`src/hdl/esma_pkg.sv`:
```
// ----------------------------------------------------------------------------
// esma_pkg
// Shared types, register map and helpers of the edge-shrinking moving average.
// ----------------------------------------------------------------------------
package esma_pkg;

    // frame counters
    localparam int                 COUNT_W   = 16;
    localparam logic [COUNT_W-1:0] COUNT_MAX = '1;

    // configuration port
    localparam int         CFG_ADDR_W        = 3;
    localparam int         CFG_DATA_W        = 32;
    localparam int         WL_W              = 5;
    localparam logic [WL_W-1:0] WL_RESET     = 5'd5;
    localparam logic       REG_WINDOW_LENGTH = 1'b0;   // word index paddr[2]

    typedef enum logic [2:0] {
        S_IDLE,
        S_SETUP,
        S_SUM,
        S_DIV,
        S_LOAD
    } t_state;

    // controller -> datapath
    typedef struct packed {
        logic accept;     // take input word, shift history
        logic setup;      // prepare window of next result
        logic sum_step;   // add one history tap
        logic div_step;   // one quotient bit
        logic load;       // move quotient to output register
    } t_cmd;

    // datapath -> controller
    typedef struct packed {
        logic emits;      // word at input produces results
        logic sum_last;   // last tap of window
        logic div_last;   // last quotient bit
        logic out_free;   // output register can take a word
        logic more;       // further flush results pending
    } t_sts;

    function automatic logic [COUNT_W-1:0] sat_inc(input logic [COUNT_W-1:0] v);
        return (v != COUNT_MAX) ? v + 1'b1 : v;
    endfunction

endpackage

```
`src/hdl/esma_ctrl.sv`:
```
// ----------------------------------------------------------------------------
// esma_ctrl
// Sequencer: accept, per-result window setup, serial sum, serial divide, load.
// ----------------------------------------------------------------------------
module esma_ctrl import esma_pkg::*; (
    input  logic i_clk,
    input  logic i_rst_n,
    input  logic i_in_valid,
    output logic o_in_stall,
    input  t_sts i_sts,
    output t_cmd o_cmd
);

    t_state r_state, n_state;

    always_ff @(posedge i_clk) begin
        if (!i_rst_n) begin
            r_state <= S_IDLE;
        end else begin
            r_state <= n_state;
        end
    end

    always_comb begin
        n_state    = r_state;
        o_cmd      = '0;
        o_in_stall = 1'b1;
        unique case (r_state)
            S_IDLE: begin
                o_in_stall = 1'b0;
                if (i_in_valid) begin
                    o_cmd.accept = 1'b1;
                    if (i_sts.emits) begin
                        n_state = S_SETUP;
                    end
                end
            end
            S_SETUP: begin
                o_cmd.setup = 1'b1;
                n_state     = S_SUM;
            end
            S_SUM: begin
                o_cmd.sum_step = 1'b1;
                if (i_sts.sum_last) begin
                    n_state = S_DIV;
                end
            end
            S_DIV: begin
                o_cmd.div_step = 1'b1;
                if (i_sts.div_last) begin
                    n_state = S_LOAD;
                end
            end
            S_LOAD: begin
                if (i_sts.out_free) begin
                    o_cmd.load = 1'b1;
                    n_state    = i_sts.more ? S_SETUP : S_IDLE;
                end
            end
            default: begin
                n_state = S_IDLE;
            end
        endcase
    end

endmodule

```
`src/hdl/esma_datapath.sv`:
```
// ----------------------------------------------------------------------------
// esma_datapath
// Sample history, frame counters, serial accumulator, restoring divider and
// output register.
// ----------------------------------------------------------------------------
module esma_datapath import esma_pkg::*; #(
    parameter int MAX_HALF_WIDTH = 15,
    parameter int SAMPLE_BITS    = 24
) (
    input  logic                   i_clk,
    input  logic                   i_rst_n,
    input  t_cmd                   i_cmd,
    output t_sts                   o_sts,
    input  logic [WL_W-1:0]        i_window_length,
    input  logic [SAMPLE_BITS-1:0] i_sample,
    input  logic                   i_frame_end,
    input  logic                   i_out_stall,
    output logic                   o_out_valid,
    output logic [SAMPLE_BITS-1:0] o_average,
    output logic                   o_last_out
);

    localparam int HIST_DEPTH = 2 * MAX_HALF_WIDTH + 1;
    localparam int HIST_W     = $clog2(HIST_DEPTH);
    localparam int HALF_W     = $clog2(MAX_HALF_WIDTH + 1);
    localparam int CNT_W      = $clog2(2 * MAX_HALF_WIDTH + 2);
    localparam int SUM_W      = SAMPLE_BITS + CNT_W;
    localparam int STEP_W     = $clog2(SUM_W);

    logic [SAMPLE_BITS-1:0] r_hist [HIST_DEPTH];

    logic [COUNT_W-1:0]     r_pos, n_pos;
    logic [COUNT_W-1:0]     r_emit, n_emit;
    logic                   r_end, n_end;
    logic [HALF_W-1:0]      r_d, n_d;
    logic [CNT_W-1:0]       r_divisor, n_divisor;
    logic [CNT_W-1:0]       r_rem, n_rem;
    logic [STEP_W-1:0]      r_step, n_step;
    logic                   r_out_valid, n_out_valid;
    logic [HIST_W-1:0]      r_k, n_k;
    logic [CNT_W-1:0]       r_cnt, n_cnt;
    logic [SUM_W-1:0]       r_acc, n_acc;
    logic [SAMPLE_BITS-1:0] r_average, n_average;
    logic                   r_last, n_last;

    logic [HALF_W-1:0]      w_half;
    logic [HALF_W-1:0]      w_top;
    logic [HALF_W-1:0]      w_h;
    logic [CNT_W:0]         w_trial;
    logic                   w_ge;
    logic                   w_final;

    always_comb begin
        // even lengths round up: half = length/2, then clamp
        if (int'(i_window_length[WL_W-1:1]) > MAX_HALF_WIDTH) begin
            w_half = HALF_W'(MAX_HALF_WIDTH);
        end else begin
            w_half = HALF_W'(i_window_length[WL_W-1:1]);
        end
        if (r_pos < COUNT_W'(w_half)) begin
            w_top = r_pos[HALF_W-1:0];
        end else begin
            w_top = w_half;
        end
        // r_d never exceeds half, so the clamp is min(emitted, d)
        if (r_emit < COUNT_W'(r_d)) begin
            w_h = r_emit[HALF_W-1:0];
        end else begin
            w_h = r_d;
        end
        w_trial = {r_rem, r_acc[SUM_W-1]};
        w_ge    = (w_trial >= {1'b0, r_divisor});
        w_final = r_end && (r_d == '0);
    end

    always_comb begin
        o_sts.emits    = i_frame_end || (r_pos >= COUNT_W'(w_half));
        o_sts.sum_last = (r_cnt == '0);
        o_sts.div_last = (r_step == STEP_W'(SUM_W - 1));
        o_sts.out_free = !r_out_valid || !i_out_stall;
        o_sts.more     = r_end && (r_d != '0);
    end

    always_comb begin
        n_pos       = r_pos;
        n_emit      = r_emit;
        n_end       = r_end;
        n_d         = r_d;
        n_divisor   = r_divisor;
        n_rem       = r_rem;
        n_step      = r_step;
        n_k         = r_k;
        n_cnt       = r_cnt;
        n_acc       = r_acc;
        n_average   = r_average;
        n_last      = r_last;
        n_out_valid = r_out_valid;
        if (r_out_valid && !i_out_stall) begin
            n_out_valid = 1'b0;
        end

        if (i_cmd.accept) begin
            n_end = i_frame_end;
            if (i_frame_end) begin
                n_d   = w_top;
                n_pos = '0;
            end else begin
                n_d   = w_half;
                n_pos = sat_inc(r_pos);
            end
        end

        if (i_cmd.setup) begin
            n_k       = HIST_W'(r_d) - HIST_W'(w_h);
            n_cnt     = CNT_W'({w_h, 1'b0});
            n_divisor = CNT_W'({w_h, 1'b1});
            n_rem     = '0;
            n_acc     = '0;
            n_step    = '0;
        end

        if (i_cmd.sum_step) begin
            n_acc = r_acc + SUM_W'(r_hist[r_k]);
            n_k   = r_k + 1'b1;
            n_cnt = r_cnt - 1'b1;
        end

        // restoring divide, quotient shifts into the accumulator
        if (i_cmd.div_step) begin
            n_acc  = {r_acc[SUM_W-2:0], w_ge};
            n_rem  = w_ge ? CNT_W'(w_trial - {1'b0, r_divisor}) : w_trial[CNT_W-1:0];
            n_step = r_step + 1'b1;
        end

        if (i_cmd.load) begin
            n_average   = r_acc[SAMPLE_BITS-1:0];
            n_last      = w_final;
            n_out_valid = 1'b1;
            if (w_final) begin
                n_emit = '0;
            end else begin
                n_emit = sat_inc(r_emit);
                if (r_end) begin
                    n_d = r_d - 1'b1;
                end
            end
        end
    end

    always_ff @(posedge i_clk) begin
        if (!i_rst_n) begin
            r_pos       <= '0;
            r_emit      <= '0;
            r_end       <= 1'b0;
            r_d         <= '0;
            r_divisor   <= CNT_W'(1);
            r_rem       <= '0;
            r_step      <= '0;
            r_out_valid <= 1'b0;
        end else begin
            r_pos       <= n_pos;
            r_emit      <= n_emit;
            r_end       <= n_end;
            r_d         <= n_d;
            r_divisor   <= n_divisor;
            r_rem       <= n_rem;
            r_step      <= n_step;
            r_out_valid <= n_out_valid;
        end
    end

    always_ff @(posedge i_clk) begin
        r_k       <= n_k;
        r_cnt     <= n_cnt;
        r_acc     <= n_acc;
        r_average <= n_average;
        r_last    <= n_last;
    end

    // history: entry 0 newest, cleared at reset and after a frame flush
    always_ff @(posedge i_clk) begin
        if (!i_rst_n || (i_cmd.load && w_final)) begin
            for (int j = 0; j < HIST_DEPTH; j++) begin
                r_hist[j] <= '0;
            end
        end else if (i_cmd.accept) begin
            r_hist[0] <= i_sample;
            for (int j = 1; j < HIST_DEPTH; j++) begin
                r_hist[j] <= r_hist[j-1];
            end
        end
    end

    assign o_out_valid = r_out_valid;
    assign o_average   = r_average;
    assign o_last_out  = r_last;

`ifndef SYNTH
    a_tap_in_range: assert property (@(posedge i_clk) disable iff (!i_rst_n)
        i_cmd.sum_step |-> (r_k <= HIST_W'(HIST_DEPTH - 1)))
        else $error("history tap out of range");

    a_rem_below_divisor: assert property (@(posedge i_clk) disable iff (!i_rst_n)
        r_rem < r_divisor)
        else $error("divider remainder not below divisor");

    a_flush_clears: assert property (@(posedge i_clk) disable iff (!i_rst_n)
        (i_cmd.load && w_final) |=> (r_pos == '0 && r_emit == '0 && r_hist[0] == '0))
        else $error("frame state not cleared after flush");
`endif

endmodule

```
`src/hdl/edge_shrinking_moving_average_unit.sv`:
```
// ----------------------------------------------------------------------------
// edge_shrinking_moving_average_unit
// Sequence: a word with no result is taken in the idle state; each result
//   passes window setup, the one-tap-per-cycle accumulator over its window
//   (clamped half-width), the one-bit-per-cycle divider and a load that
//   waits for a free output register. A frame-end word flushes up to
//   MAX_HALF_WIDTH+1 results back to back. Reset: synchronous, active low;
//   clears counters, history, output valid and sets window_length to 5.
// ----------------------------------------------------------------------------
module edge_shrinking_moving_average_unit import esma_pkg::*; #(
    parameter int MAX_HALF_WIDTH = 15,
    parameter int SAMPLE_BITS    = 24
) (
    input  logic                   i_clk,
    input  logic                   i_rst_n,
    // configuration port
    input  logic                   psel,
    input  logic                   penable,
    input  logic                   pwrite,
    input  logic [CFG_ADDR_W-1:0]  paddr,
    input  logic [CFG_DATA_W-1:0]  pwdata,
    output logic [CFG_DATA_W-1:0]  prdata,
    output logic                   pready,
    // input words
    input  logic                   i_in_valid,
    output logic                   o_in_stall,
    input  logic [SAMPLE_BITS-1:0] i_sample,
    input  logic                   i_frame_end,
    // result words
    output logic                   o_out_valid,
    input  logic                   i_out_stall,
    output logic [SAMPLE_BITS-1:0] o_average,
    output logic                   o_last_out
);

    // ------------------------------------------------------------------
    // Register file: one register, window_length, at byte address 0.
    // Word index is paddr[2]; other words read zero and ignore writes.
    // Writes are expected only while the unit is idle.
    // ------------------------------------------------------------------
    logic [WL_W-1:0] r_window_length;
    logic            w_cfg_write;

    assign pready      = 1'b1;
    assign w_cfg_write = psel && penable && pwrite && (paddr[2] == REG_WINDOW_LENGTH);

    always_ff @(posedge i_clk) begin
        if (!i_rst_n) begin
            r_window_length <= WL_RESET;
        end else if (w_cfg_write) begin
            r_window_length <= pwdata[WL_W-1:0];
        end
    end

    always_comb begin
        unique case (paddr[2])
            REG_WINDOW_LENGTH: prdata = CFG_DATA_W'(r_window_length);
            default:           prdata = '0;
        endcase
    end

    // ------------------------------------------------------------------
    // Controller / datapath split.
    // The controller walks each accepted word through:
    //   accept -> (per result) setup -> sum -> divide -> load.
    // A mid-frame word gives at most one result (once position >= half);
    // a frame-end word flushes every pending position, shrinking the
    // window toward the frame edge, and marks the final one last_out.
    // The output register decouples the result side: the next input word
    // is accepted while a finished word still waits downstream.
    // ------------------------------------------------------------------
    t_cmd w_cmd;
    t_sts w_sts;

    esma_ctrl u_ctrl (
        .i_clk      (i_clk),
        .i_rst_n    (i_rst_n),
        .i_in_valid (i_in_valid),
        .o_in_stall (o_in_stall),
        .i_sts      (w_sts),
        .o_cmd      (w_cmd)
    );

    esma_datapath #(
        .MAX_HALF_WIDTH (MAX_HALF_WIDTH),
        .SAMPLE_BITS    (SAMPLE_BITS)
    ) u_datapath (
        .i_clk           (i_clk),
        .i_rst_n         (i_rst_n),
        .i_cmd           (w_cmd),
        .o_sts           (w_sts),
        .i_window_length (r_window_length),
        .i_sample        (i_sample),
        .i_frame_end     (i_frame_end),
        .i_out_stall     (i_out_stall),
        .o_out_valid     (o_out_valid),
        .o_average       (o_average),
        .o_last_out      (o_last_out)
    );

endmodule

```
`config.mk`:
```
export PLATFORM = sky130hd
export DESIGN_NAME = edge_shrinking_moving_average_unit
export DESIGN_NICKNAME = d
export VERILOG_FILES = /design/src/hdl/esma_pkg.sv /design/src/hdl/esma_ctrl.sv /design/src/hdl/esma_datapath.sv /design/src/hdl/edge_shrinking_moving_average_unit.sv
export SDC_FILE = /design/constraint.sdc
export NUM_CORES = 1
export LEC_CHECK = 0
export BUFFER_PORTS_ARGS = -buffer_cell sky130_fd_sc_hd__buf_4
export CORE_MARGIN = 5
export CORE_UTILIZATION = 55
export DETAILED_ROUTE_END_ITERATION = 16
export PLACE_DENSITY = 0.82
export SLEW_MARGIN = 20
export SYNTH_ARGS = -nofsm -noshare
export SYNTH_HDL_FRONTEND = slang
export SYNTH_SLANG_ARGS = --single-unit
```
`constraint.sdc`:
```
create_clock -name i_clk -period 23.6 [get_ports i_clk]
set_input_delay 3.54 -clock i_clk [delete_from_list [all_inputs] [get_ports i_clk]]
set_output_delay 3.54 -clock i_clk [all_outputs]
set_load 0.005 [all_outputs]
```
==> Flow_metrics.wiki, run 1 <==
{| class="wikitable"
! Metric !! Value
|-
| Worst voltage drop across the vdd grid || 0.1045 mV
|-
| Number of library cell types mapped by synthesis || 68
|-
| Number of violations of the max-capacitance limit || 0
|-
| Width of the die || 282.3 um
|-
| Final worst path period share || 34.38%
|-
| Maximum clock skew at final layout || 0.03904 ns
|-
| Number of nets with antenna violations after detailed routing || 0
|-
| Critical path launch point || i_out_stall
|-
| Final Instance Count excl. Fillers || approximately 3800
|-
| Placed cell area || 42000 um^2
|-
| Vias per Instance || 5.972
|-
| Overall routing resource usage || roughly a fifth
|-
| Setup total negative slack || 0 ns
|-
| Congestion Overflow GR || 0
|-
| Type of the most critical hold path || reg -> reg
|-
| Buffers inserted by post-CTS timing repair || 0
|-
| Setup violations, final || 0
|-
| Detailed route wirelength on metal2 || 40920 um
|-
| Die area || between 70000 and 80000 um^2
|-
| Initial drt markers || ~2200
|-
| GPL Wtd Cong || 0.9132
|-
| Skew-Pair Late Insertion Delay || roughly 0.64 ns
|-
| Outcome || completed
|-
| TritonCTS clock tree || yes
|-
| RSZ-0062 raised after global routing || no
|-
| Total non-filler cell area in the finished layout || 44750 um^2
|-
| Number of vias after detailed routing || 22720
|-
| Placed instance count || 3649
|-
| Routed length on met3 || 3986 um
|-
| Number of enable flip-flop cells after synthesis || 808
|-
| Top flip-flop cell by instance count after synthesis || sky130_fd_sc_hd__edfxtp_1
|-
| Hold buffer count at CTS || 0
|-
| Highest fanout seen on the critical path || 313
|-
| Startpoint of the lowest-slack hold path || r_window_length[0]$_SDFFE_PN1P_
|-
| Largest net degree at the start of global routing || 314
|-
| Total clock buffers created by CTS || 84
|-
| Clock slew at the register clock pins of the worst setup and hold paths || 0.06 ns
|-
| IO buf count || 69
|-
| Achievable frequency || 123.2 MHz
|-
| PnR Total Power || 5.719 mW
|-
| Share of flip-flops with an asynchronous set or reset after synthesis || 0%
|-
| Die Y-Extent || approximately 280 um
|-
| Length of routed wiring on met1 || 32920 um
|-
| Shortest clock period the worst path allows after layout || 8.114 ns
|-
| Kind of critical path || in -> reg
|-
| Num Clock Sinks || 873
|-
| Worst setup EP type || flop
|-
| CP Data Required Time || 23.86 ns
|-
| Post-route DRC || 0
|-
| Initial antenna violation count || 1
|-
| Share of cells above drive strength 1 || between 15 and 20%
|-
| CTS resizes || 0
|-
| Avg Inst Size Synth || 14.74 um^2
|-
| Final number of max-transition violations || 0
|-
| Worst slew pin tran || 1.138 ns
|-
| Standby leakage power || 16.52 nW
|-
| Wire length per cell after detailed routing || between 20 and 25 um
|-
| Std cell rows || 99
|-
| Max-Slew Margin vs Limit || between 20% and 30%
|-
| I/O pin cnt || ~130
|-
| PwrDens || 127.8 nW/um^2
|-
| Vias in the first global route || 22920
|-
| Total half-perimeter wirelength after legalization and detailed placement || 46920 um
|-
| Total core area || 73210 um^2
|-
| Worst setup timing slack at the placement stage || roughly 15 ns
|-
| # H-tree levels || 3
|-
| Number of hold violations in the final report || 0
|-
| Flop and latch count out of synthesis || 873
|-
| Warnings from Yosys || 0
|-
| Total number of nets in the final design || between 2000 and 3000
|-
| Number of iterations in the first detailed-routing pass || 6
|-
| Arrival time at the worst endpoint || 8.37 ns
|-
| Top metal layer carrying routed signals || met4
|-
| Number of buffers between clock root and the deepest sink || 3
|-
| Post-detailed-routing wire length || 79640 um
|-
| Category of the worst setup path launch point || primary input
|-
| Initial Utilization || between 50 and 60%
|-
| First-pass GRT wire length || 126100 um
|-
| Post-synthesis cell count || between 2000 and 3000
|-
| Setup slack after layout || roughly 15 ns
|-
| Root buffer cell || sky130_fd_sc_hd__clkbuf_16
|-
| Seq/Total Area, Yosys || 62.69%
|-
| Cell area after synthesis || 40780 um^2
|-
| Area growth from synthesis to layout || 9.742%
|}
-- per-stage QoR --
step                      util, %  hold slack [ns]
final                       61.13           0.4728
after global routing        61.12           0.5123
after CTS                   61.11           0.4778
after detailed placement    57.37           0.4624
after global placement      57.37           0.4490
after floorplan                 -           0.4365
-- synth_stat cells, types with 6 or more instances --
library cell,n,share of area (%)
sky130_fd_sc_hd__xor2_1,31,0.67
sky130_fd_sc_hd__nor3_1,17,0.21
sky130_fd_sc_hd__ha_1,49,1.5
sky130_fd_sc_hd__or3_1,7,0.11
sky130_fd_sc_hd__nand3_1,29,0.36
sky130_fd_sc_hd__o21a_1,7,0.13
sky130_fd_sc_hd__mux4_2,216,12
sky130_fd_sc_hd__buf_4,28,0.52
sky130_fd_sc_hd__o21ai_1,14,0.17
sky130_fd_sc_hd__nor4_1,7,0.11
sky130_fd_sc_hd__nand2b_1,7,0.11
sky130_fd_sc_hd__a21o_1,19,0.35
sky130_fd_sc_hd__and2_1,750,12
sky130_fd_sc_hd__nand4_1,20,0.31
sky130_fd_sc_hd__inv_1,30,0.28
sky130_fd_sc_hd__o211ai_1,6,0.11
sky130_fd_sc_hd__nor2b_1,8,0.12
sky130_fd_sc_hd__mux2i_1,43,1.1
sky130_fd_sc_hd__a21oi_1,54,0.66
sky130_fd_sc_hd__nand2_1,100,0.92
sky130_fd_sc_hd__nor2_1,88,0.81
sky130_fd_sc_hd__mux2_2,32,0.88
sky130_fd_sc_hd__a211oi_1,9,0.17
sky130_fd_sc_hd__o31ai_1,6,0.11
sky130_fd_sc_hd__clkbuf_1,137,1.3
sky130_fd_sc_hd__buf_2,16,0.20
sky130_fd_sc_hd__buf_1,17,0.16
sky130_fd_sc_hd__dfxtp_1,65,3.2
sky130_fd_sc_hd__o21ai_0,65,0.80
sky130_fd_sc_hd__xnor2_1,22,0.47
sky130_fd_sc_hd__edfxtp_1,808,60
-- metal layers --
layer | global-route usage (%) | up-vias
li1 | - | 10200
met1 | 27.11 | 11730
met2 | 33.30 | 673
met3 | 3.235 | 127
met4 | 5.059 | 0
met5 | 0 | -
-- registers in the layout, summed over array words and instances (netlist names), named ones only --
name / count
u_datapath.o_last_out: 1
u_datapath.r_d: 4
u_ctrl.r_state: 3
u_datapath.r_hist: 744
u_datapath.r_pos: 16
u_datapath.o_average: 24
u_datapath.r_divisor: 4
u_datapath.r_end: 1
u_datapath.r_emit: 16
u_datapath.o_out_valid: 1
u_datapath.r_acc: 29
u_datapath.r_k: 5
u_datapath.r_step: 5
u_datapath.r_rem: 5
r_window_length: 5
u_datapath.r_cnt: 5
-- power by group --
group          leakage, nW  internal, mW  total (mW)  switching, mW
logic                 6.00         0.871        1.90           1.03
registers             9.18          2.21        2.48          0.262
clock network         1.34         0.761        1.34          0.581
total                 16.5          3.85        5.72           1.87
-- critical path, cell delays in order --
cell and delay, ns:
sky130_fd_sc_hd__buf_4 0.12, sky130_fd_sc_hd__nand2_1 0.10, sky130_fd_sc_hd__nand3_1 0.23, sky130_fd_sc_hd__inv_1 0.11
sky130_fd_sc_hd__buf_4 0.37, sky130_fd_sc_hd__a21oi_4 0.10, sky130_fd_sc_hd__buf_12 0.25, sky130_fd_sc_hd__nand2_4 0.76
sky130_fd_sc_hd__buf_4 0.74, sky130_fd_sc_hd__buf_4 0.85, sky130_fd_sc_hd__buf_4 0.96
-- area by class of cell --
cell class,count,area [um^2]
antenna,1,2.502
clock buffer,109,2268
clock inverter,46,470.5
fill,5103,28460
inverter,31,116.4
multi-input combinational,1691,14360
sequential,873,25580
tap,959,1200
timing repair buffer,95,754.5
-- path summary, 6_finish.rpt --
path / end / slack (ns) / cells after the start
max: u_datapath.r_hist[4][8]$_SDFFCE_PN0P_ / 15.49 / 11
min: r_window_length[0]$_SDFFE_PN1P_ / 0.47 / 2
max reg2reg: u_datapath.r_acc[26]$_DFFE_PP_ / 17.34 / 15
min reg2reg: r_window_length[0]$_SDFFE_PN1P_ / 0.47 / 2
-- logic make-up (layout without fill, tap and decap cells) --
family | Yosys count | count (layout) | share of synthesized area (%)
simple gates | 1055 | 1055 | 15.03
fa+ha+maj | 52 | 52 | 1.651
buf+inv | 229 | 281 | 2.415
flops | 873 | 873 | 62.69
other cells | 2 | 29 | 0.01842
mux | 291 | 291 | 13.87
compound gates | 212 | 212 | 3.185
xor+xnor | 53 | 53 | 1.138
-- cell usage in the layout, fill, tap and decap left out, types with 17 or more instances in the layout --
| master | instances |
|---|---|
| sky130_fd_sc_hd__edfxtp_1 | 808 |
| sky130_fd_sc_hd__and2_1 | 750 |
| sky130_fd_sc_hd__mux4_2 | 216 |
| sky130_fd_sc_hd__nand2_1 | 99 |
| sky130_fd_sc_hd__buf_4 | 91 |
| sky130_fd_sc_hd__clkbuf_16 | 86 |
| sky130_fd_sc_hd__nor2_1 | 85 |
| sky130_fd_sc_hd__o21ai_0 | 65 |
| sky130_fd_sc_hd__dfxtp_1 | 61 |
| sky130_fd_sc_hd__a21oi_1 | 53 |
| sky130_fd_sc_hd__ha_1 | 49 |
| sky130_fd_sc_hd__mux2i_1 | 43 |
| sky130_fd_sc_hd__mux2_2 | 32 |
| sky130_fd_sc_hd__xor2_1 | 31 |
| sky130_fd_sc_hd__inv_1 | 30 |
| sky130_fd_sc_hd__nand3_1 | 29 |
| sky130_fd_sc_hd__conb_1 | 28 |
| sky130_fd_sc_hd__xnor2_1 | 22 |
| sky130_fd_sc_hd__nand4_1 | 20 |
| sky130_fd_sc_hd__clkbuf_1 | 20 |
| sky130_fd_sc_hd__a21o_1 | 19 |
| sky130_fd_sc_hd__clkinv_1 | 18 |
| sky130_fd_sc_hd__nor3_1 | 17 |
Note: power is estimated with default switching activity, not from simulation.
==> run 2, diff against run 1 <==
==> constraint.sdc (replaced) <==
create_clock -name i_clk -period 7.9 [get_ports i_clk]
set_input_delay 1.185 -clock i_clk [delete_from_list [all_inputs] [get_ports i_clk]]
set_output_delay 1.185 -clock i_clk [all_outputs]
set_load 0.005 [all_outputs]
==> Flow_metrics.wiki, run 2 (synthesis results as in run 1) <==
{| class="wikitable"
! Metric !! Value
|-
| Outcome || completed (unchanged)
|-
| Initial antenna violation count || 0 (was 1)
|-
| Largest net degree at the start of global routing || 314 (unchanged)
|-
| I/O pin cnt || 127 (unchanged)
|-
| Congestion Overflow GR || 0 (unchanged)
|-
| IO buf count || 69 (unchanged)
|-
| Post-detailed-routing wire length || 79860 um (was 79640 um)
|-
| Placed cell area || 42130 um^2 (was 42000 um^2)
|-
| Leading cell types in the layout, fill and taps excluded || sky130_fd_sc_hd__edfxtp_1 (808), sky130_fd_sc_hd__and2_1 (750), sky130_fd_sc_hd__mux4_2 (216) (unchanged)
|-
| Buffers inserted by post-CTS timing repair || 0 (unchanged)
|-
| Standby leakage power || 16.54 nW (was 16.52 nW)
|-
| PnR Total Power || 17.11 mW (was 5.719 mW)
|-
| Switching portion of total power || 32.89% (was 32.75%)
|-
| Kind of cell with the highest combined delay on the critical path || multiplexers (was buffers and inverters)
|-
| Largest Register || u_datapath.r_hist (unchanged)
|-
| Arrival time at the worst endpoint || 5.90 ns (was 8.37 ns)
|-
| Cell-by-cell listing of the critical path || buf_12 -> mux4_2 -> mux4_2 -> mux2_2 -> ha_1 -> a21o_1 -> a21o_1 -> a221oi_1 -> o21ai_1 -> a211oi_1 -> mux2i_1 -> nand2_1 (was buf_4 -> nand2_1 -> nand3_1 -> inv_1 -> buf_4 -> a21oi_4 -> buf_12 -> nand2_4 -> buf_4 -> buf_4 -> buf_4)
|-
| Hold buffer count at CTS || 0 (unchanged)
|-
| First-pass GRT wire length || 126500 um (was 126100 um)
|-
| GPL Wtd Cong || 0.8845 (was 0.9132)
|-
| Kind of critical path || reg -> reg (was in -> reg)
|-
| Total non-filler cell area in the finished layout || 44850 um^2 (was 44750 um^2)
|-
| Final worst hold slack || 0.4625 ns (was 0.4728 ns)
|-
| Number of vias after detailed routing || 22440 (was 22720)
|-
| Setup total negative slack || 0 ns (unchanged)
|-
| CP Buf/Inv Count || 1 (was 7)
|-
| N_diodes || 0 (was 1)
|-
| Total clock buffers created by CTS || 85 (was 84)
|-
| Slowest cell on the critical path || sky130_fd_sc_hd__dfxtp_4 (was sky130_fd_sc_hd__buf_4)
|-
| PwrDens || 381.4 nW/um^2 (was 127.8 nW/um^2)
|-
| Std cell rows || 99 (unchanged)
|-
| Achievable frequency || about 180 MHz
|-
| Number of violations of the max-capacitance limit || 0 (unchanged)
|-
| Num Clock Sinks || 873 (unchanged)
|-
| Type of the most critical hold path || reg -> reg (unchanged)
|-
| Die area || 79680 um^2 (unchanged)
|-
| Vias in the first global route || 22850 (was 22920)
|-
| CP Data Required Time || 8.30 ns (was 23.86 ns)
|-
| Wire length per cell after detailed routing || 20.97 um (was 20.93 um)
|-
| Post-route DRC || 0 (unchanged)
|-
| Skew-Pair Late Insertion Delay || 0.65 ns (was 0.64 ns)
|-
| Root buffer cell || sky130_fd_sc_hd__clkbuf_16 (unchanged)
|-
| Number of hold violations in the final report || 0 (unchanged)
|-
| Final worst path period share || 69.64%
|-
| Most common library cell in the layout ignoring fill and taps || sky130_fd_sc_hd__edfxtp_1 (unchanged)
|-
| Sequential share of power || 43.2% (was 43.3%)
|-
| Number of buffers between clock root and the deepest sink || 3 (unchanged)
|-
| Shortest clock period the worst path allows after layout || 5.501 ns
|-
| Category of the worst setup path launch point || flop (was primary input)
|-
| Worst voltage drop across the vdd grid || 0.2489 mV (was 0.1045 mV)
|-
| Flip-flop count of the largest register, all copies and words added || 744 (unchanged)
|-
| Maximum clock skew at final layout || 0.04423 ns (was 0.03904 ns)
|-
| Total number of nets in the final design || 2901 (was 2895)
|-
| TritonCTS clock tree || yes (unchanged)
|-
| Total core area || 73210 um^2 (unchanged)
|-
| Area growth from synthesis to layout || 9.997% (was 9.742%)
|-
| RSZ-0062 raised after global routing || no (unchanged)
|-
| Number of iterations in the first detailed-routing pass || 6 (unchanged)
|-
| Vias per Instance || 5.893 (was 5.972)
|-
| Area of the multi-input gates || 14360 um^2 (about the same)
|-
| Overall routing resource usage || 19.81% (was 19.68%)
|-
| Total half-perimeter wirelength after legalization and detailed placement || 47430 um (was 46920 um)
|-
| Number of nets with antenna violations after detailed routing || 0 (unchanged)
|-
| Die Y-Extent || 282.3 um (unchanged)
|-
| Switching pwr || 5.627 mW (was 1.873 mW)
|-
| Fraction of the core area covered by cells at the end of the flow || 61.27% (was 61.13%)
|-
| Worst slew pin tran || 1.117 ns (was 1.138 ns)
|-
| Initial drt markers || 2186 (was 2212)
|-
| Int Power || 11.48 mW (was 3.846 mW)
|-
| Final number of max-transition violations || 0 (unchanged)
|-
| Width of the die || 282.3 um (unchanged)
|-
| Filler instances || 5067 (was 5103)
|-
| Area of all sequential standard cells || 25580 um^2 (unchanged)
|-
| Part of the power in combinational logic || 33.5% (was 33.2%)
|-
| Highest cell delay on the worst timing path || 0.89 ns (was 0.96 ns)
|-
| Clock group share of total power || 23.2% (was 23.5%)
|-
| # H-tree levels || 3 (unchanged)
|-
| CTS resizes || 0 (unchanged)
|-
| Max-Slew Margin vs Limit || 25.56% (was 24.11%)
|-
| Clock slew at the register clock pins of the worst setup and hold paths || 0.06 ns (about the same)
|-
| Setup violations, final || 0 (unchanged)
|-
| Highest fanout seen on the critical path || 51 (was 313)
|-
| Worst setup EP type || flop (unchanged)
|-
| Initial Utilization || 55.70% (unchanged)
|-
| Share of cells above drive strength 1 || 16.81% (was 16.84%)
|}
run 2: changes by cell type in the layout (fill, tap and decap cells not counted), moves of 2 or more:
cell                         delta
sky130_fd_sc_hd__buf_12         +7
sky130_fd_sc_hd__buf_4          -2
sky130_fd_sc_hd__clkbuf_1       -3
sky130_fd_sc_hd__clkbuf_8       -3
sky130_fd_sc_hd__clkinv_1       +6
sky130_fd_sc_hd__clkinv_2       -4
sky130_fd_sc_hd__clkinvlp_4     +2
run 2: worst paths after layout:
path	endpoint	slack, ns	depth (start not counted)	from
worst min-delay path	r_window_length[0]$_SDFFE_PN1P_	0.46	2	r_window_length[0]$_SDFFE_PN1P_
worst min register to register	r_window_length[0]$_SDFFE_PN1P_	0.46	2	r_window_length[0]$_SDFFE_PN1P_
worst max register to register	u_datapath.r_acc[26]$_DFFE_PP_	2.40	12	flop
worst max-delay path	u_datapath.r_acc[26]$_DFFE_PP_	2.40	12	flop
run 2: tightest hold or removal path, cell delays in order (launching register included):
cell and delay (ns):
sky130_fd_sc_hd__dfxtp_1 0.32, sky130_fd_sc_hd__mux2i_1 0.06, sky130_fd_sc_hd__nand2_1 0.05
run 2: final cells by class:
cell class,instances,share of cell area (%)
inverters,31,0.2594
clock inverters,52,1.174
well taps,959,2.675
clock buffers,102,4.885
multi-input cells,1691,32.02
flip-flops and latches,873,57.02
repair buffers,100,1.961
run 2: power by group through the flow:
stage	Clock, mW	Combinational, mW	Sequential [mW]
3_5_place_dp	0	5.69	7.44
2_1_floorplan	0	4.45	7.10
5_1_grt	4.25	6.21	7.52
6_report	3.98	5.74	7.39
3_3_place_gp	0	5.54	7.34
4_1_cts	4.05	5.76	7.39
run 2: stage by stage:
step           instances  worst slack [ns]
2_1_floorplan       2793             1.997
3_3_place_gp        3654             2.512
3_5_place_dp        3654             2.491
4_1_cts             3808             2.410
5_1_grt             3808             2.118
6_report            3808             2.399
run 2: layer usage:
layer / vias up / global-route usage [%] / share of wire, %
met4: 0 / 5.447 / 2.7
met5: - / 0 / 0
li1: 10200 / - / -
met1: 11460 / 27.04 / 41
met3: 131 / 3.566 / 5.3
met2: 647 / 33.41 / 51
==> run 3, diff against run 2 <==
--- a/config.mk
+++ b/config.mk
@@ -9,7 +9,7 @@
 export CORE_MARGIN = 5
 export CORE_UTILIZATION = 55
 export DETAILED_ROUTE_END_ITERATION = 16
-export PLACE_DENSITY = 0.82
+export PLACE_DENSITY = 0.85
 export SLEW_MARGIN = 20
 export SYNTH_ARGS = -nofsm -noshare
 export SYNTH_HDL_FRONTEND = slang
==> constraint.sdc (replaced) <==
create_clock -name i_clk -period 4.85 [get_ports i_clk]
set_input_delay 0.7275 -clock i_clk [delete_from_list [all_inputs] [get_ports i_clk]]
set_output_delay 0.7275 -clock i_clk [all_outputs]
set_load 0.005 [all_outputs]
==> Flow_metrics.wiki, run 3 (synthesis results as in run 1) <==
{| class="wikitable"
! Metric !! Value
|-
| Outcome || completed (unchanged)
|-
| Cell-by-cell listing of the critical path || buf_12 -> mux4_2 -> mux4_2 -> mux2_2 -> ha_1 -> and3_1 -> o211ai_1 -> a21oi_1 -> o31a_1 -> o2111ai_1 -> mux2i_1 -> a221o_1 (was buf_12 -> mux4_2 -> mux4_2 -> mux2_2 -> ha_1 -> a21o_1 -> a21o_1 -> a221oi_1 -> o21ai_1 -> a211oi_1 -> mux2i_1 -> nand2_1)
|-
| Total number of nets in the final design || 2940 (was 2901)
|-
| Clock slew at the register clock pins of the worst setup and hold paths || 0.06 ns (about the same)
|-
| Final worst hold slack || 0.3175 ns (was 0.4625 ns)
|-
| Worst setup slack for register-to-register paths || 0.21 ns (was 2.40 ns)
|-
| CP Data Required Time || 5.23 ns (was 8.30 ns)
|-
| Largest Register || u_datapath.r_hist (unchanged)
|-
| GPL Wtd Cong || 0.8778 (was 0.8845)
|-
| Number of buffers between clock root and the deepest sink || 3 (unchanged)
|-
| Initial antenna violation count || 2 (was 0)
|-
| Achievable frequency || 215.3 MHz (was 181.8 MHz)
|-
| Total non-filler cell area in the finished layout || 45440 um^2 (was 44850 um^2)
|-
| I/O pin cnt || 127 (unchanged)
|-
| Std cell rows || 99 (unchanged)
|-
| Hold buffer count at CTS || 0 (unchanged)
|-
| Post-route DRC || 0 (unchanged)
|-
| Die Y-Extent || 282.3 um (unchanged)
|-
| CTS resizes || 0 (unchanged)
|-
| Total half-perimeter wirelength after legalization and detailed placement || 50000 um (was 47430 um)
|-
| Kind of critical path || reg -> reg (unchanged)
|-
| Highest fanout seen on the critical path || 35 (was 51)
|-
| Worst voltage drop across the vdd grid || 0.4827 mV (was 0.2489 mV)
|-
| Fraction of the core area covered by cells at the end of the flow || 62.07% (was 61.27%)
|-
| Area of the multi-input gates || 14390 um^2 (was 14360 um^2)
|-
| Area of all sequential standard cells || 25580 um^2 (unchanged)
|-
| Filler instances || 4920 (was 5067)
|-
| Total core area || 73210 um^2 (unchanged)
|-
| Initial drt markers || 2148 (was 2186)
|-
| First-pass GRT wire length || 131800 um (was 126500 um)
|-
| Slowest cell on the critical path || sky130_fd_sc_hd__dfxtp_4 (unchanged)
|-
| Skew-Pair Late Insertion Delay || 0.65 ns (about the same)
|-
| Number of nets with antenna violations after detailed routing || 0 (unchanged)
|-
| Startpoint of the lowest-slack hold path || pwdata[0] (was r_window_length[0]$_SDFFE_PN1P_)
|-
| Post-detailed-routing wire length || 83050 um (was 79860 um)
|-
| Highest cell delay on the worst timing path || 0.77 ns (was 0.89 ns)
|-
| Destination of the worst register-to-register timing path || u_datapath.r_acc[25]$_DFFE_PP_ (was u_datapath.r_acc[26]$_DFFE_PP_)
|-
| Congestion Overflow GR || 0 (unchanged)
|-
| Worst slew pin tran || 1.099 ns (was 1.117 ns)
|-
| Share of cells above drive strength 1 || 18.47% (was 16.81%)
|-
| # H-tree levels || 3 (unchanged)
|-
| Standby leakage power || 16.85 nW (was 16.54 nW)
|-
| Number of iterations in the first detailed-routing pass || 5 (was 6)
|-
| Final worst path period share || 95.77% (was 69.64%)
|-
| Largest net degree at the start of global routing || 313 (was 314)
|-
| Num Clock Sinks || 873 (unchanged)
|-
| Setup violations, final || 0 (unchanged)
|-
| Vias per Instance || 5.944 (was 5.893)
|-
| Width of the die || 282.3 um (unchanged)
|-
| Number of vias after detailed routing || 22890 (was 22440)
|-
| Leading cell types in the layout, fill and taps excluded || sky130_fd_sc_hd__edfxtp_1 (808), sky130_fd_sc_hd__and2_1 (750), sky130_fd_sc_hd__mux4_2 (216) (unchanged)
|-
| Area growth from synthesis to layout || 11.43% (was 9.997%)
|-
| Worst setup EP type || flop (unchanged)
|-
| Hold path depth || 3 (was 2)
|-
| Wire length per cell after detailed routing || 21.57 um (was 20.97 um)
|-
| TritonCTS clock tree || yes (unchanged)
|-
| Root buffer cell || sky130_fd_sc_hd__clkbuf_16 (unchanged)
|-
| Placed cell area || 42650 um^2 (was 42130 um^2)
|-
| Worst setup timing slack at the placement stage || 0.2685 ns (was 2.491 ns)
|-
| Die area || 79680 um^2 (unchanged)
|-
| IO buf count || 69 (unchanged)
|-
| Shortest clock period the worst path allows after layout || 4.645 ns (was 5.501 ns)
|-
| End point of the most critical hold path || r_window_length[0]$_SDFFE_PN1P_ (unchanged)
|-
| Number of hold violations in the final report || 0 (unchanged)
|-
| Most common library cell in the layout ignoring fill and taps || sky130_fd_sc_hd__edfxtp_1 (unchanged)
|-
| Overall routing resource usage || 20.76% (was 19.81%)
|-
| Vias in the first global route || 23660 (was 22850)
|-
| PnR Total Power || 28.64 mW (was 17.11 mW)
|-
| Maximum clock skew at final layout || 0.02571 ns (was 0.04423 ns)
|-
| Final number of max-transition violations || 0 (unchanged)
|-
| Flip-flop count of the largest register, all copies and words added || 744 (unchanged)
|-
| Category of the worst setup path launch point || flop (unchanged)
|-
| Total clock buffers created by CTS || 84 (was 85)
|-
| Setup slack after layout || 0.2053 ns (was 2.399 ns)
|-
| Number of violations of the max-capacitance limit || 0 (unchanged)
|-
| Type of the most critical hold path || in -> reg (was reg -> reg)
|-
| Most frequent cell on the critical path || sky130_fd_sc_hd__mux4_2
|-
| Max-Slew Margin vs Limit || 26.71% (was 25.56%)
|-
| FF-to-FF path depth || 12 (unchanged)
|-
| RSZ-0062 raised after global routing || no (unchanged)
|-
| Initial Utilization || 55.70% (unchanged)
|-
| Arrival time at the worst endpoint || 5.03 ns (was 5.90 ns)
|-
| Buffers inserted by post-CTS timing repair || 0 (unchanged)
|-
| PwrDens || 630.4 nW/um^2 (was 381.4 nW/um^2)
|}
-- run 3: cell count changes in the layout (fill, tap and decap cells not counted), moves of 4 or more --
cell / previous run / this run
sky130_fd_sc_hd__buf_4: 89 / 115
sky130_fd_sc_hd__buf_12: 10 / 25
sky130_fd_sc_hd__clkinv_2: 10 / 21
sky130_fd_sc_hd__clkinv_1: 24 / 18
sky130_fd_sc_hd__clkbuf_1: 17 / 13
-- run 3: power breakdown --
part	total [mW]	internal (mW)	switching, mW
Combinational	9.95	4.69	5.26
Sequential	12.0	10.8	1.27
Clock	6.67	3.77	2.89
-- run 3: area by class of cell --
cell class,instances,share of cell area (%)
Sequential cell,873,56.29
Multi-Input combinational cell,1691,31.68
Clock buffer,100,4.874
Timing Repair Buffer,140,3.002
Tap cell,959,2.641
Clock inverter,56,1.245
Inverter,31,0.2644
Antenna cell,1,0.005507
-- run 3: how the worst max path moves through the flow --
stage                                            end  cells past startpoint        start  slack [ns]
4_1_cts               u_datapath.r_acc[25]$_DFFE_PP_                     12         flop        0.27
5_1_grt               u_datapath.r_acc[25]$_DFFE_PP_                     13         flop        0.04
3_5_place_dp          u_datapath.r_acc[25]$_DFFE_PP_                     12         flop        0.27
3_3_place_gp          u_datapath.r_acc[25]$_DFFE_PP_                     12         flop        0.35
2_1_floorplan  u_datapath.r_hist[0][0]$_SDFFCE_PN0P_                      6  i_out_stall       -0.21
6_report              u_datapath.r_acc[25]$_DFFE_PP_                     12         flop        0.21
-- run 3: layer usage --
| metal | track usage (%) | part of all wire (%) | routed length [um] | vias to the layer above |
|---|---|---|---|---|
| li1 | - | - | - | 10260 |
| met1 | 27.84 | 41 | 33720 | 11710 |
| met2 | 34.89 | 50 | 41870 | 744 |
| met3 | 3.797 | 5.4 | 4482 | 175 |
| met4 | 6.946 | 3.6 | 2957 | 2 |
| met5 | 0 | 0.018 | 15 | - |
-- run 3: worst max-delay path: cells and delay by family (launching register included) --
family                     cells  cell delay (ns)
and+or+nand+nor                1             0.26
AOI/OAI and AO/OA              5             1.19
DFF                            1             0.77
adders and majority gates      1             0.42
buffers and inverters          1             0.30
muxes                          4             1.40
-- run 3: through the flow --
stage / instances / setup TNS (ns)
after floorplan: 2793 / -159.19
after global placement: 3694 / 0
after detailed placement: 3694 / 0
after CTS: 3850 / 0
after global routing: 3850 / 0
final: 3851 / 0
